<file path="config.mk">
export PLATFORM = sky130hd
export DESIGN_NAME = base32_stream_encoder
export DESIGN_NICKNAME = d
export VERILOG_FILES = /design/src/sv/b32enc_pkg.sv /design/src/sv/b32enc_codec.sv /design/src/sv/b32enc_outq.sv /design/src/sv/base32_stream_encoder.sv
export VERILOG_INCLUDE_DIRS = /design/src /design/src/sv
export SDC_FILE = /design/constraint.sdc
export NUM_CORES = 1
export LEC_CHECK = 0
export BUFFER_PORTS_ARGS = -buffer_cell sky130_fd_sc_hd__buf_2
export CAP_MARGIN = 25
export CORE_MARGIN = 8
export CORE_UTILIZATION = 45
export CTS_CLUSTER_DIAMETER = 100
export DETAILED_ROUTE_END_ITERATION = 8
export PLACE_DENSITY = 0.59
export SYNTH_ARGS = -nofsm -noshare
export SYNTH_HDL_FRONTEND = slang
export SYNTH_SLANG_ARGS = --single-unit
</file>
<file path="constraint.sdc">
create_clock -name aclk -period 8.3 [get_ports aclk]
set_input_delay 0.83 -clock aclk [delete_from_list [all_inputs] [get_ports aclk]]
set_output_delay 0.83 -clock aclk [all_outputs]
set_load 0.02 [all_outputs]
</file>
<file path="src/sv/base32_stream_encoder_macros.svh">
// Assertion macros shared by the base32 stream encoder RTL.
// Needs aclk and aresetn in the scope where a macro is used.
`ifndef BASE32_STREAM_ENCODER_MACROS_SVH
`define BASE32_STREAM_ENCODER_MACROS_SVH
`ifndef NO_ASSERTIONS
// Same-cycle implication.
`define B32_ASSERT_NOW(label, ante, cons) \
    label: assert property (@(posedge aclk) disable iff (!aresetn) (ante) |-> (cons)) \
        else $error("base32 encoder check failed");
// Next-cycle implication.
`define B32_ASSERT_NXT(label, ante, cons) \
    label: assert property (@(posedge aclk) disable iff (!aresetn) (ante) |=> (cons)) \
        else $error("base32 encoder check failed");
`else
`define B32_ASSERT_NOW(label, ante, cons)
`define B32_ASSERT_NXT(label, ante, cons)
`endif
`endif

</file>
<file path="src/sv/b32enc_pkg.sv">
// Types, constants and the alphabet function of the base32 stream encoder.
// No dependencies.
package b32enc_pkg;

    localparam logic CMD_DATA  = 1'b0;
    localparam logic CMD_FLUSH = 1'b1;

    // Number of leftover bits held between bytes.
    localparam logic [2:0] PEND_0 = 3'd0;
    localparam logic [2:0] PEND_1 = 3'd1;
    localparam logic [2:0] PEND_2 = 3'd2;
    localparam logic [2:0] PEND_3 = 3'd3;
    localparam logic [2:0] PEND_4 = 3'd4;

    localparam logic [6:0] CHAR_A     = 7'h61;  // 'a'
    localparam logic [6:0] CHAR_2     = 7'h32;  // '2'
    localparam logic [4:0] LETTER_CNT = 5'd26;

    typedef struct packed {
        logic [6:0] out_char;
        logic       last_of_run;
        logic       message_tail;
    } b32_res_t;

    // Up to two characters produced by one item.
    typedef struct packed {
        logic [1:0] count;
        b32_res_t   res0;
        b32_res_t   res1;
    } b32_pair_t;

    function automatic logic [6:0] b32_char(input logic [4:0] grp);
        logic [6:0] c;
        if (grp < LETTER_CNT) begin
            c = CHAR_A + {2'b00, grp};
        end else begin
            c = CHAR_2 + {2'b00, grp - LETTER_CNT};
        end
        return c;
    endfunction

endpackage

</file>
<file path="src/sv/b32enc_codec.sv">
// Bit-phase state and 5-bit grouping for one item of the base32 encoder.
// Depends on b32enc_pkg and base32_stream_encoder_macros.svh.
`include "base32_stream_encoder_macros.svh"
module b32enc_codec (
    input  logic                  aclk,
    input  logic                  aresetn,
    input  logic                  take,
    input  logic                  command,
    input  logic [7:0]            data_byte,
    output b32enc_pkg::b32_pair_t pair
);
    import b32enc_pkg::*;

    logic [2:0] pend_reg, pend_next;
    logic [4:0] resid_reg, resid_next;
    logic [4:0] grp0, grp1;
    logic [1:0] cnt;
    logic       tail;

    always_comb begin
        grp0       = 5'd0;
        grp1       = 5'd0;
        cnt        = 2'd0;
        tail       = 1'b0;
        pend_next  = PEND_0;
        resid_next = 5'd0;
        if (command == CMD_FLUSH) begin
            grp0 = resid_reg;
            tail = 1'b1;
            cnt  = (pend_reg inside {[PEND_1:PEND_4]}) ? 2'd1 : 2'd0;
        end else begin
            case (pend_reg)
                PEND_3: begin
                    grp0       = resid_reg | {3'b000, data_byte[7:6]};
                    grp1       = data_byte[5:1];
                    cnt        = 2'd2;
                    resid_next = {data_byte[0], 4'b0000};
                    pend_next  = PEND_1;
                end
                PEND_1: begin
                    grp0       = resid_reg | {1'b0, data_byte[7:4]};
                    cnt        = 2'd1;
                    resid_next = {data_byte[3:0], 1'b0};
                    pend_next  = PEND_4;
                end
                PEND_4: begin
                    grp0       = resid_reg | {4'b0000, data_byte[7]};
                    grp1       = data_byte[6:2];
                    cnt        = 2'd2;
                    resid_next = {data_byte[1:0], 3'b000};
                    pend_next  = PEND_2;
                end
                PEND_2: begin
                    grp0 = resid_reg | {2'b00, data_byte[7:5]};
                    grp1 = data_byte[4:0];
                    cnt  = 2'd2;
                end
                default: begin
                    // empty phase; unreachable codes drop the residual
                    grp0       = data_byte[7:3];
                    cnt        = 2'd1;
                    resid_next = {data_byte[2:0], 2'b00};
                    pend_next  = PEND_3;
                end
            endcase
        end
    end

    always_comb begin
        pair.count             = cnt;
        pair.res0.out_char     = b32_char(grp0);
        pair.res0.last_of_run  = (cnt == 2'd1);
        pair.res0.message_tail = tail;
        pair.res1.out_char     = b32_char(grp1);
        pair.res1.last_of_run  = 1'b1;
        pair.res1.message_tail = 1'b0;
    end

    always_ff @(posedge aclk) begin
        if (!aresetn) begin
            pend_reg  <= PEND_0;
            resid_reg <= 5'd0;
        end else if (take) begin
            pend_reg  <= pend_next;
            resid_reg <= resid_next;
        end
    end

    `B32_ASSERT_NOW(a_pend_range, 1'b1, pend_reg <= PEND_4)
    `B32_ASSERT_NOW(a_empty_resid, pend_reg == PEND_0, resid_reg == 5'd0)
    `B32_ASSERT_NXT(a_flush_clears, take && command == CMD_FLUSH, pend_reg == PEND_0)

endmodule

</file>
<file path="src/sv/b32enc_outq.sv">
// Three-entry result queue: loads up to two characters, sends one per cycle while m_ready is high.
// Depends on b32enc_pkg and base32_stream_encoder_macros.svh.
`include "base32_stream_encoder_macros.svh"
module b32enc_outq (
    input  logic                  aclk,
    input  logic                  aresetn,
    input  logic                  push,
    input  b32enc_pkg::b32_pair_t pair,
    output logic                  space,
    output logic                  m_valid,
    input  logic                  m_ready,
    output b32enc_pkg::b32_res_t  head
);
    import b32enc_pkg::*;

    localparam int unsigned DEPTH = 3;

    b32_res_t   slot_reg [DEPTH];
    b32_res_t   slot_next[DEPTH];
    logic [1:0] cnt_reg, cnt_next;
    logic [1:0] push_n;
    logic [1:0] base;
    logic       pop;

    assign m_valid = (cnt_reg != 2'd0);
    assign head    = slot_reg[0];
    assign space   = (cnt_reg <= 2'd1);
    assign pop     = m_valid && m_ready;
    assign push_n  = push ? pair.count : 2'd0;
    assign base    = cnt_reg - {1'b0, pop};
    assign cnt_next = base + push_n;

    always_comb begin
        for (int i = 0; i < DEPTH; i++) begin
            if (pop && i < DEPTH - 1) begin
                slot_next[i] = slot_reg[i + 1];
            end else begin
                slot_next[i] = slot_reg[i];
            end
            if (push_n != 2'd0 && base == 2'(i)) begin
                slot_next[i] = pair.res0;
            end
            if (push_n == 2'd2 && base + 2'd1 == 2'(i)) begin
                slot_next[i] = pair.res1;
            end
        end
    end

    always_ff @(posedge aclk) begin
        if (!aresetn) begin
            cnt_reg <= 2'd0;
        end else begin
            cnt_reg <= cnt_next;
        end
    end

    always_ff @(posedge aclk) begin
        for (int i = 0; i < DEPTH; i++) begin
            slot_reg[i] <= slot_next[i];
        end
    end

    `B32_ASSERT_NOW(a_push_room, push_n != 2'd0, cnt_reg <= 2'd1)
    `B32_ASSERT_NXT(a_drain, pop && push_n == 2'd0, cnt_reg == $past(cnt_reg) - 2'd1)
    `B32_ASSERT_NOW(a_tail_last, m_valid && head.message_tail, head.last_of_run)

endmodule

</file>
<file path="src/sv/base32_stream_encoder.sv">
// Top level of the streaming base32 encoder (lowercase alphabet, no padding).
// Depends on b32enc_pkg, b32enc_codec, b32enc_outq and the assertion macros.
//
// Usage:
//   Input channel (s_valid/s_ready): one item per handshake. s_command = 0
//   encodes s_data_byte; s_command = 1 ends the message, emitting the last
//   partial 5-bit group (zero-filled on the right) if any bits are left over,
//   and returns the encoder to its empty state. A flush with nothing left
//   produces no character.
//   Result channel (m_valid/m_ready): one ASCII character per handshake
//   (a-z, 2-7). m_last_of_run marks the final character of an item;
//   m_message_tail marks the flushed partial group.
//   Path: an item is registered in the input register at acceptance, grouped
//   when the queue has room and its characters are registered in the queue.
//   Throughput: one item per cycle can be taken while the queue has room;
//   sustained rate is set by the one-character-per-cycle result port while
//   m_ready is high, so a byte that yields two characters slows the input (a
//   5-byte block gives 8 characters).
//   Reset (aresetn low, synchronous): bit phase and residual are cleared and
//   both the input register and the result queue are emptied.
//   Receiver stall: characters wait in a three-entry queue; when it holds two
//   or more, the input register stops draining and s_ready drops once it is
//   full. s_ready depends on registers only, never on m_ready.
`include "base32_stream_encoder_macros.svh"
module base32_stream_encoder (
    input  logic       aclk,
    input  logic       aresetn,
    input  logic       s_valid,
    output logic       s_ready,
    input  logic       s_command,
    input  logic [7:0] s_data_byte,
    output logic       m_valid,
    input  logic       m_ready,
    output logic [6:0] m_out_char,
    output logic       m_last_of_run,
    output logic       m_message_tail
);
    import b32enc_pkg::*;

    // input register
    logic       in_valid_reg;
    logic       in_cmd_reg;
    logic [7:0] in_byte_reg;

    logic       take;       // input register hands its item to the grouping logic
    logic       q_space;    // queue can absorb two more characters
    b32_pair_t  pair;
    b32_res_t   head;

    assign take    = in_valid_reg && q_space;
    assign s_ready = !in_valid_reg || take;

    always_ff @(posedge aclk) begin
        if (!aresetn) begin
            in_valid_reg <= 1'b0;
        end else if (s_ready) begin
            in_valid_reg <= s_valid;
        end
    end

    always_ff @(posedge aclk) begin
        if (s_valid && s_ready) begin
            in_cmd_reg  <= s_command;
            in_byte_reg <= s_data_byte;
        end
    end

    b32enc_codec u_codec (
        .aclk      (aclk),
        .aresetn   (aresetn),
        .take      (take),
        .command   (in_cmd_reg),
        .data_byte (in_byte_reg),
        .pair      (pair)
    );

    b32enc_outq u_outq (
        .aclk    (aclk),
        .aresetn (aresetn),
        .push    (take),
        .pair    (pair),
        .space   (q_space),
        .m_valid (m_valid),
        .m_ready (m_ready),
        .head    (head)
    );

    assign m_out_char     = head.out_char;
    assign m_last_of_run  = head.last_of_run;
    assign m_message_tail = head.message_tail;

    `B32_ASSERT_NXT(a_hold_when_full, in_valid_reg && !q_space, in_valid_reg)
    `B32_ASSERT_NOW(a_ready_free, !in_valid_reg, s_ready)
    `B32_ASSERT_NOW(a_char_range, m_valid, m_out_char >= CHAR_2)

endmodule
</file>
==> results.tsv, run 1 <==
metric	value	unit
drt total wl	7580	um
most common cell after layout, fill and taps aside	edfxtp_1	
Post-CTS Resized	0	
setup TNS	0	ns
top_reg_cell synth	edfxtp_1	
GP Congestion	0.882	
peak supply drop	127	uV
RSZ-0062 raised after global routing	no	
Setup violations, final	0	
Num CTS Buffers	5	
nets	371	
first-pass GRT wire length	12500	um
Pwr Total	767	uW
clk_lat worst skew	0.32	ns
Ys Warns	0	
largest net degree at the start of global routing	27	
Netlist cell types	71	
Final period util	42.8	%
Cell Area, Synth	3200	um2
Tightest Hold Check Type	flop to flop	
Post-Syn Nets	365	
Crit Path Class	flop to flop	
CTS tree	done	
DR DRC count	0	
total grt overflow	0	
Via density	5.70	
First-pass DRT Iterations	4	
DR WL/cell	17.0	um
Arr. time, crit path	3.69	ns
data required time at the worst endpoint	8.44	ns
Setup Fix Bufs, Post-CTS	0	
Slew HR	35.8	%
max reg flops	27	
startpoint types	flop	
Starting Density	46.9	%
Pwr Density	227	nW/um2
layout cells sized above 1	16.6	%
Synth Register Bits	46	
Lkg Pwr	0.00127	uW
fmax	281	MHz
DR vias	2535	
crit path max fanout	21	
CORE AREA	6830	um2
Die W	100	um
Root Driver	clkbuf_8	
die height	100	um
Final HPWL DP	5640	um
Routed Antenna Nets	0	
final non-filler cell total	445	
Clock Sinks	46	
Hold Vio Cnt, Final	0	
Area growth, synth to finish	5.51	%
EDFF count, synth	30	
number of instances in the placed design	437	
Hold Buf Count CTS	0	
Async SR Flop Fraction	0	%
Post-Syn Instances	342	
max-cap viol count	0	
status	completed	
sequential cell area fraction in the yosys report	38.1	%
Antenna diodes	0	
vias in the first global route	2435	
PortBufs	23	
initial antenna violation count	0	
Slew Viols, Final	0	
Global Route Usage Sum	15.7	%
clk buf depth	2	
syn_area_per_cell	9.36	um2
most frequent cells in the layout	30 x edfxtp_1, 29 x nand2_1, 27 x nor2_1	
First DRT Iteration DRCs	236	
Tmin final	3.55	ns
Die ar.	10100	um2
I/O pins	24	
Worst-path clk slew	0.10	ns
Core Rows	30	
H-tree levels	2	
Tightest Pin Transition	0.962	ns
Worst Skew	0.0101	ns
crit end category	flop	
[final timing paths]
check | start | end | slack (ns) | cells after the start
max | u_codec.pend_reg[1] | u_outq.slot_reg[0][4] | 4.75 | 12
min | u_outq.slot_reg[0][19] | u_outq.slot_reg[0][19] | 0.50 | 1
max reg2reg | u_codec.pend_reg[1] | u_outq.slot_reg[0][4] | 4.75 | 12
min reg2reg | u_outq.slot_reg[0][19] | u_outq.slot_reg[0][19] | 0.50 | 1
[per-layer routing]
| metal | share of wire [%] | GRT usage (%) | up-vias |
|---|---|---|---|
| met1 | 49 | 22.5 | 1178 |
| met5 | 0 | 0 | - |
| met4 | 0.83 | 3.84 | 0 |
| met3 | 7.3 | 2.84 | 6 |
| met2 | 43 | 23.4 | 83 |
| li1 | - | - | 1268 |
[cell families after synthesis]
kind of cell	share of synthesized area (%)
AOI/OAI and AO/OA	25.2
xor gates and xnor gates	2.74
adders and majority gates	3.91
buffers and inverters	6.72
DFF	38.1
muxes	3.44
and+or+nand+nor	19.9
[critical path, stage by stage (launching register included)]
cell and delay [ns]:
dfxtp_1 0.79, nand2b_1 0.45, a211oi_1 0.37, o32ai_2 0.15, a22o_2 0.29, inv_2 0.08
ha_1 0.25, inv_1 0.11, o221ai_1 0.15, nand2_1 0.12, xnor2_1 0.31, nor2_1 0.10
o22ai_1 0.21
[Yosys cell counts (all sizes together) (4+ instances only)]
cell,number,area [um2]
or3b,4,37.5
nor2,28,108
o21a,4,30.0
edfxtp,30,901
a21oi,29,164
ha,10,125
a22oi,7,52.6
o22ai,5,37.5
inv,15,56.3
dfxtp,16,320
xnor2,7,61.3
buf,17,129
nand2,30,115
clkbuf,8,30.0
nand3,6,30.0
mux2i,11,110
nor2b,8,50.1
nand2b,6,37.5
a211oi,6,50.1
a21o,4,30.0
nor3,11,76.3
a22o,5,45.0
o21ai,19,98.9
and2,7,43.8
[power breakdown]
group	internal, uW	switching, uW
clock network	60.5	89.9
registers	306	36.5
logic	105	169
total	472	295
[layout make-up]
type	count	area [um2]
clock buffers	5	68.8
clock inverters	3	23.8
fillers	665	3450
inverters	15	56.3
multi-input cells	256	1770
flip-flops and latches	46	1220
well taps	96	120
repair buffers	24	123
[per-stage QoR]
| step | utilization, % | hold WS, ns | area, um2 | setup WS, ns |
|---|---|---|---|---|
| 2_1_floorplan | - | 0.435 | 3200 | 5.43 |
| 3_3_place_gp | 48.0 | 0.462 | 3280 | 4.67 |
| 3_5_place_dp | 48.1 | 0.484 | 3290 | 4.80 |
| 4_1_cts | 49.5 | 0.507 | 3380 | 4.75 |
| 5_1_grt | 49.5 | 0.525 | 3380 | 4.45 |
| 6_report | 49.5 | 0.496 | 3380 | 4.75 |
No activity file was read; power rests on OpenSTA's default activity.
==> inputs of run 2 (changes only) <==
--- a/config.mk
+++ b/config.mk
@@ -12,7 +12,7 @@
 export CORE_UTILIZATION = 45
 export CTS_CLUSTER_DIAMETER = 100
 export DETAILED_ROUTE_END_ITERATION = 8
-export PLACE_DENSITY = 0.59
+export PLACE_DENSITY = 0.61
 export SYNTH_ARGS = -nofsm -noshare
 export SYNTH_HDL_FRONTEND = slang
 export SYNTH_SLANG_ARGS = --single-unit
==> constraint.sdc (replaced) <==
create_clock -name aclk -period 3.2 [get_ports aclk]
set_input_delay 0.32 -clock aclk [delete_from_list [all_inputs] [get_ports aclk]]
set_output_delay 0.32 -clock aclk [all_outputs]
set_load 0.02 [all_outputs]
==> results.tsv, run 2 (synthesized netlist as in run 1, its figures left out) <==
metric	value	unit
status	completed	
Via density	5.77	
Tightest Pin Transition	0.608	ns
R2R Path Start	u_codec.pend_reg[1]	
crit path max fanout	13	
Final period util	93.9	%
Worst Skew	0.00769	ns
Num CTS Buffers	5	
First-pass DRT Iterations	4	
crit end category	flop	
CTS tree	done	
layout cells sized above 1	21.7	%
hold path endpoint	in_byte_reg[6]	
initial antenna violation count	0	
vias in the first global route	2629	
Die ar.	10100	um2
DR vias	2676	
Lkg Pwr	0.00138	uW
Starting Density	46.9	%
fmax	333	MHz
nets	390	
H-tree levels	2	
Pwr Density	587	nW/um2
Area growth, synth to finish	10.7	%
Root Driver	clkbuf_8	
Slew HR	59.3	%
Worst R2R End	u_outq.slot_reg[0][24]	
most frequent cells in the layout	30 x edfxtp_1, 29 x nand2_1, 27 x nor2_1	
max-cap viol count	0	
clk buf depth	2	
most common cell after layout, fill and taps aside	edfxtp_1	
die height	100	um
clk_lat worst skew	0.30	ns
Routed Antenna Nets	0	
FF-to-FF path depth	10	
Arr. time, crit path	3.08	ns
RSZ-0062 raised after global routing	no	
Reg2Reg Setup Slack	0.19	ns
Max stage delay on crit path	0.46	ns
DR WL/cell	16.5	um
peak supply drop	367	uV
Setup Fix Bufs, Post-CTS	0	
GP Congestion	0.849	
Final HPWL DP	5920	um
DR DRC count	0	
Tmin final	3.01	ns
Pwr Total	2080	uW
Die W	100	um
max reg flops	27	
Crit Path Class	flop to flop	
I/O pins	24	
Antenna diodes	0	
Core Rows	30	
first-pass GRT wire length	12800	um
hold path cells	1	
Clock Sinks	46	
Slew Viols, Final	0	
worst-path cell chain	or3_4 -> nand2_1 -> a21oi_1 -> a22o_2 -> inv_2 -> ha_1 -> o21ai_0 -> nor4bb_1 -> a311oi_2 -> a22o_1	
First DRT Iteration DRCs	255	
Worst-path clk slew	0.09	ns
Min Hold Slack	0.185	ns
drt total wl	7680	um
total grt overflow	0	
PortBufs	23	
largest net degree at the start of global routing	19	
Critical-path top delay cell	or3_4	
CORE AREA	6830	um2
hold_sp	s_data_byte[6]	
Tightest Hold Check Type	primary input to flop	
Setup violations, final	0	
Hold Vio Cnt, Final	0	
setup TNS	0	ns
Global Route Usage Sum	15.9	%
startpoint types	flop	
data required time at the worst endpoint	3.27	ns
==> run 2: layout make-up <==
| type | count | area [um2] |
|---|---|---|
| Clock inverter | 3 | 43.8 |
| Fill cell | 655 | 3290 |
| Inverter | 15 | 56.3 |
| Tap cell | 96 | 120 |
| Clock buffer | 5 | 68.8 |
| Timing Repair Buffer | 43 | 265 |
| Sequential cell | 46 | 1220 |
| Multi-Input combinational cell | 256 | 1770 |
==> run 2: worst max path at each step <==
stage | start | endpoint | slack (ns) | cells past startpoint
finish | u_codec.pend_reg[1] | u_outq.slot_reg[0][24] | 0.19 | 10
floorplan | u_outq.cnt_reg[1] | u_outq.slot_reg[0][13] | 0.43 | 10
CTS | u_codec.pend_reg[1] | u_outq.slot_reg[0][24] | 0.12 | 10
global route | u_codec.pend_reg[1] | u_outq.slot_reg[0][5] | 0.09 | 10
detailed placement | u_codec.pend_reg[2] | u_outq.slot_reg[0][23] | 0.15 | 11
global placement | u_codec.pend_reg[1] | u_outq.slot_reg[0][6] | 0.12 | 11
==> run 2: worst max-delay path, delay by kind of cell, from the launching register on <==
| kind | cells | cell delay (ns) |
|---|---|---|
| flip-flops | 1 | 0.41 |
| adder cells (fa/ha/maj) | 1 | 0.25 |
| buffers and inverters | 1 | 0.08 |
| AND/OR/NAND/NOR | 3 | 1.08 |
| AO/OA/AOI/OAI | 5 | 0.96 |
==> run 2: stage by stage <==
step / utilization [%] / std cells / instance area (um2) / setup WS [ns]
6_report: 51.9 / 464 / 3540 / 0.194
5_1_grt: 51.9 / 464 / 3540 / 0.0895
3_3_place_gp: 50.2 / 456 / 3430 / 0.120
2_1_floorplan: - / 342 / 3200 / 0.432
3_5_place_dp: 50.2 / 456 / 3430 / 0.152
4_1_cts: 51.8 / 464 / 3540 / 0.121
==> run 2: repair_timing <==
action,CTS,global route
endpoints found under the setup margin,0,10
hold buffers,0,0
gates resized for setup,0,3
==> run 2: per-layer routing <==
| metal | vias to the layer above | part of all wire (%) | global-route usage [%] | wire length (um) |
|---|---|---|---|---|
| met5 | - | 0 | 0 | 0 |
| met4 | 0 | 0.78 | 3.60 | 60 |
| met3 | 6 | 6.7 | 3.11 | 515 |
| met2 | 96 | 47 | 25.9 | 3580 |
| met1 | 1269 | 46 | 20.9 | 3520 |
| li1 | 1305 | - | - | - |
==> run 2: where the power goes <==
group,internal [uW],switching (uW)
Combinational,299,463
Sequential,796,78.2
Clock,234,210
==> inputs of run 3 (changes only) <==
--- a/config.mk
+++ b/config.mk
@@ -6,13 +6,14 @@
 export SDC_FILE = /design/constraint.sdc
 export NUM_CORES = 1
 export LEC_CHECK = 0
-export BUFFER_PORTS_ARGS = -buffer_cell sky130_fd_sc_hd__buf_2
 export CAP_MARGIN = 25
 export CORE_MARGIN = 8
 export CORE_UTILIZATION = 45
 export CTS_CLUSTER_DIAMETER = 100
 export DETAILED_ROUTE_END_ITERATION = 8
-export PLACE_DENSITY = 0.61
+export DONT_BUFFER_PORTS = 1
+export HOLD_SLACK_MARGIN = 0.06
+export PLACE_DENSITY = 0.58
 export SYNTH_ARGS = -nofsm -noshare
 export SYNTH_HDL_FRONTEND = slang
 export SYNTH_SLANG_ARGS = --single-unit
==> results.tsv, run 3 (synthesized netlist as in run 1, its figures left out) <==
metric	value	unit
Global Route Usage Sum	15.8	%
most common cell after layout, fill and taps aside	edfxtp_1	
max-cap viol count	0	
Via density	5.98	
First-pass DRT Iterations	5	
Worst-path clk slew	0.10	ns
crit end category	flop	
Setup crit end	u_outq.slot_reg[0][13]	
final non-filler cell total	436	
Reg2Reg Setup Slack	0.08	ns
Die ar.	10100	um2
Worst Skew	0.0152	ns
Pwr Density	599	nW/um2
clk_lat worst skew	0.31	ns
max reg flops	27	
Final period util	97.6	%
Logic pwr share	31.6	%
clk buf depth	2	
number of instances in the placed design	427	
DR vias	2607	
Min Hold Slack	0.103	ns
Area growth, synth to finish	7.11	%
Tightest Pin Transition	0.662	ns
peak supply drop	271	uV
Worst R2R End	u_outq.slot_reg[0][13]	
CTS tree	done	
fmax	320	MHz
fin worst setup slack	0.0773	ns
Routed Antenna Nets	0	
R2R Path Start	u_codec.pend_reg[1]	
nets	362	
internal cell power	1300	uW
most frequent cells in the layout	30 x edfxtp_1, 29 x nand2_1, 27 x nor2_1	
CP startpoint	u_codec.pend_reg[1]	
data required time at the worst endpoint	3.27	ns
FF-to-FF path depth	12	
sw frac	36.9	%
vias in the first global route	2552	
First DRT Iteration DRCs	157	
Slew Viols, Final	0	
Tightest Hold Check Type	primary input to flop	
Arr. time, crit path	3.19	ns
Final Cell Area	3430	um2
Final HPWL DP	5940	um
first-pass GRT wire length	12700	um
Clock Sinks	46	
status	completed	
placed cell area	3270	um2
NetSw	757	uW
Slew HR	55.6	%
largest net degree at the start of global routing	17	
Layout Utilization	50.2	%
total grt overflow	0	
Tmin final	3.12	ns
Root Driver	clkbuf_8	
DR WL/cell	17.8	um
die height	100	um
pre-CTS setup slack	0.100	ns
clock power share	22.4	%
startpoint types	flop	
Core Rows	30	
Die W	100	um
crit path max fanout	8	
Num CTS Buffers	5	
Lkg Pwr	0.00129	uW
PortBufs	0	
Crit Path Class	flop to flop	
I/O pins	24	
drt total wl	7760	um
CORE AREA	6830	um2
Hold Vio Cnt, Final	0	
sequential share of power	46.0	%
initial antenna violation count	0	
Starting Density	46.9	%
Setup violations, final	0	
DR DRC count	0	
Antenna diodes	0	
GP Congestion	0.891	
layout cells sized above 1	16.5	%
Hold Buf Count CTS	0	
H-tree levels	2	
[run 3: worst min-delay path by stage]
stage                               from        endpoint  slack [ns]  cells past startpoint
final                     s_data_byte[0]  in_byte_reg[0]        0.10                      0
after global routing      s_data_byte[0]  in_byte_reg[0]        0.09                      0
after CTS                 s_data_byte[2]  in_byte_reg[2]        0.09                      0
after detailed placement       s_command      in_cmd_reg        0.42                      0
after global placement    s_data_byte[5]  in_byte_reg[5]        0.42                      0
after floorplan           s_data_byte[0]  in_byte_reg[0]        0.42                      0
[run 3: layout make-up]
cell class,count,area (um2)
fill,674,3400
multi-input combinational,256,1800
sequential,46,1220
tap,96,120
timing repair buffer,15,113
clock buffer,5,68.8
inverter,15,56.3
clock inverter,3,48.8
[run 3: power by group through the flow]
stage	clock network (uW)	logic [uW]	registers, uW
2_1_floorplan	0	617	872
3_3_place_gp	0	623	958
3_5_place_dp	0	625	961
4_1_cts	468	628	947
5_1_grt	490	718	962
6_report	461	649	944
[run 3: metrics by stage]
step                      total power, uW  setup TNS [ns]
after floorplan                      1490               0
after global placement               1580               0
after detailed placement             1590               0
after CTS                            2040               0
after global routing                 2170         -0.0662
final                                2050               0
[run 3: routing by layer]
| layer | GRT usage (%) | share of wire [%] | up-vias |
|---|---|---|---|
| met3 | 3.88 | 6.8 | 9 |
| met4 | 5.12 | 1.6 | 0 |
| met1 | 20.0 | 45 | 1238 |
| li1 | - | - | 1247 |
| met5 | 0 | 0 | - |
| met2 | 25.8 | 46 | 113 |
[run 3: what timing repair did]
| item | in CTS | in global routing |
|---|---|---|
| gates resized for setup | 0 | 7 |
| setup buffers | 0 | 1 |
| setup endpoints to repair | 0 | 9 |
[run 3: critical path, cell delays in order (launching register included)]
cell and delay (ns):
dfxtp_1 0.32, buf_4 0.16, or3_4 0.43, nand2_1 0.23, a21oi_1 0.16, a22o_2 0.29
inv_2 0.09, ha_1 0.25, inv_1 0.11, o221ai_1 0.20, nand2_1 0.17, xnor2_2 0.18
a221o_1 0.30
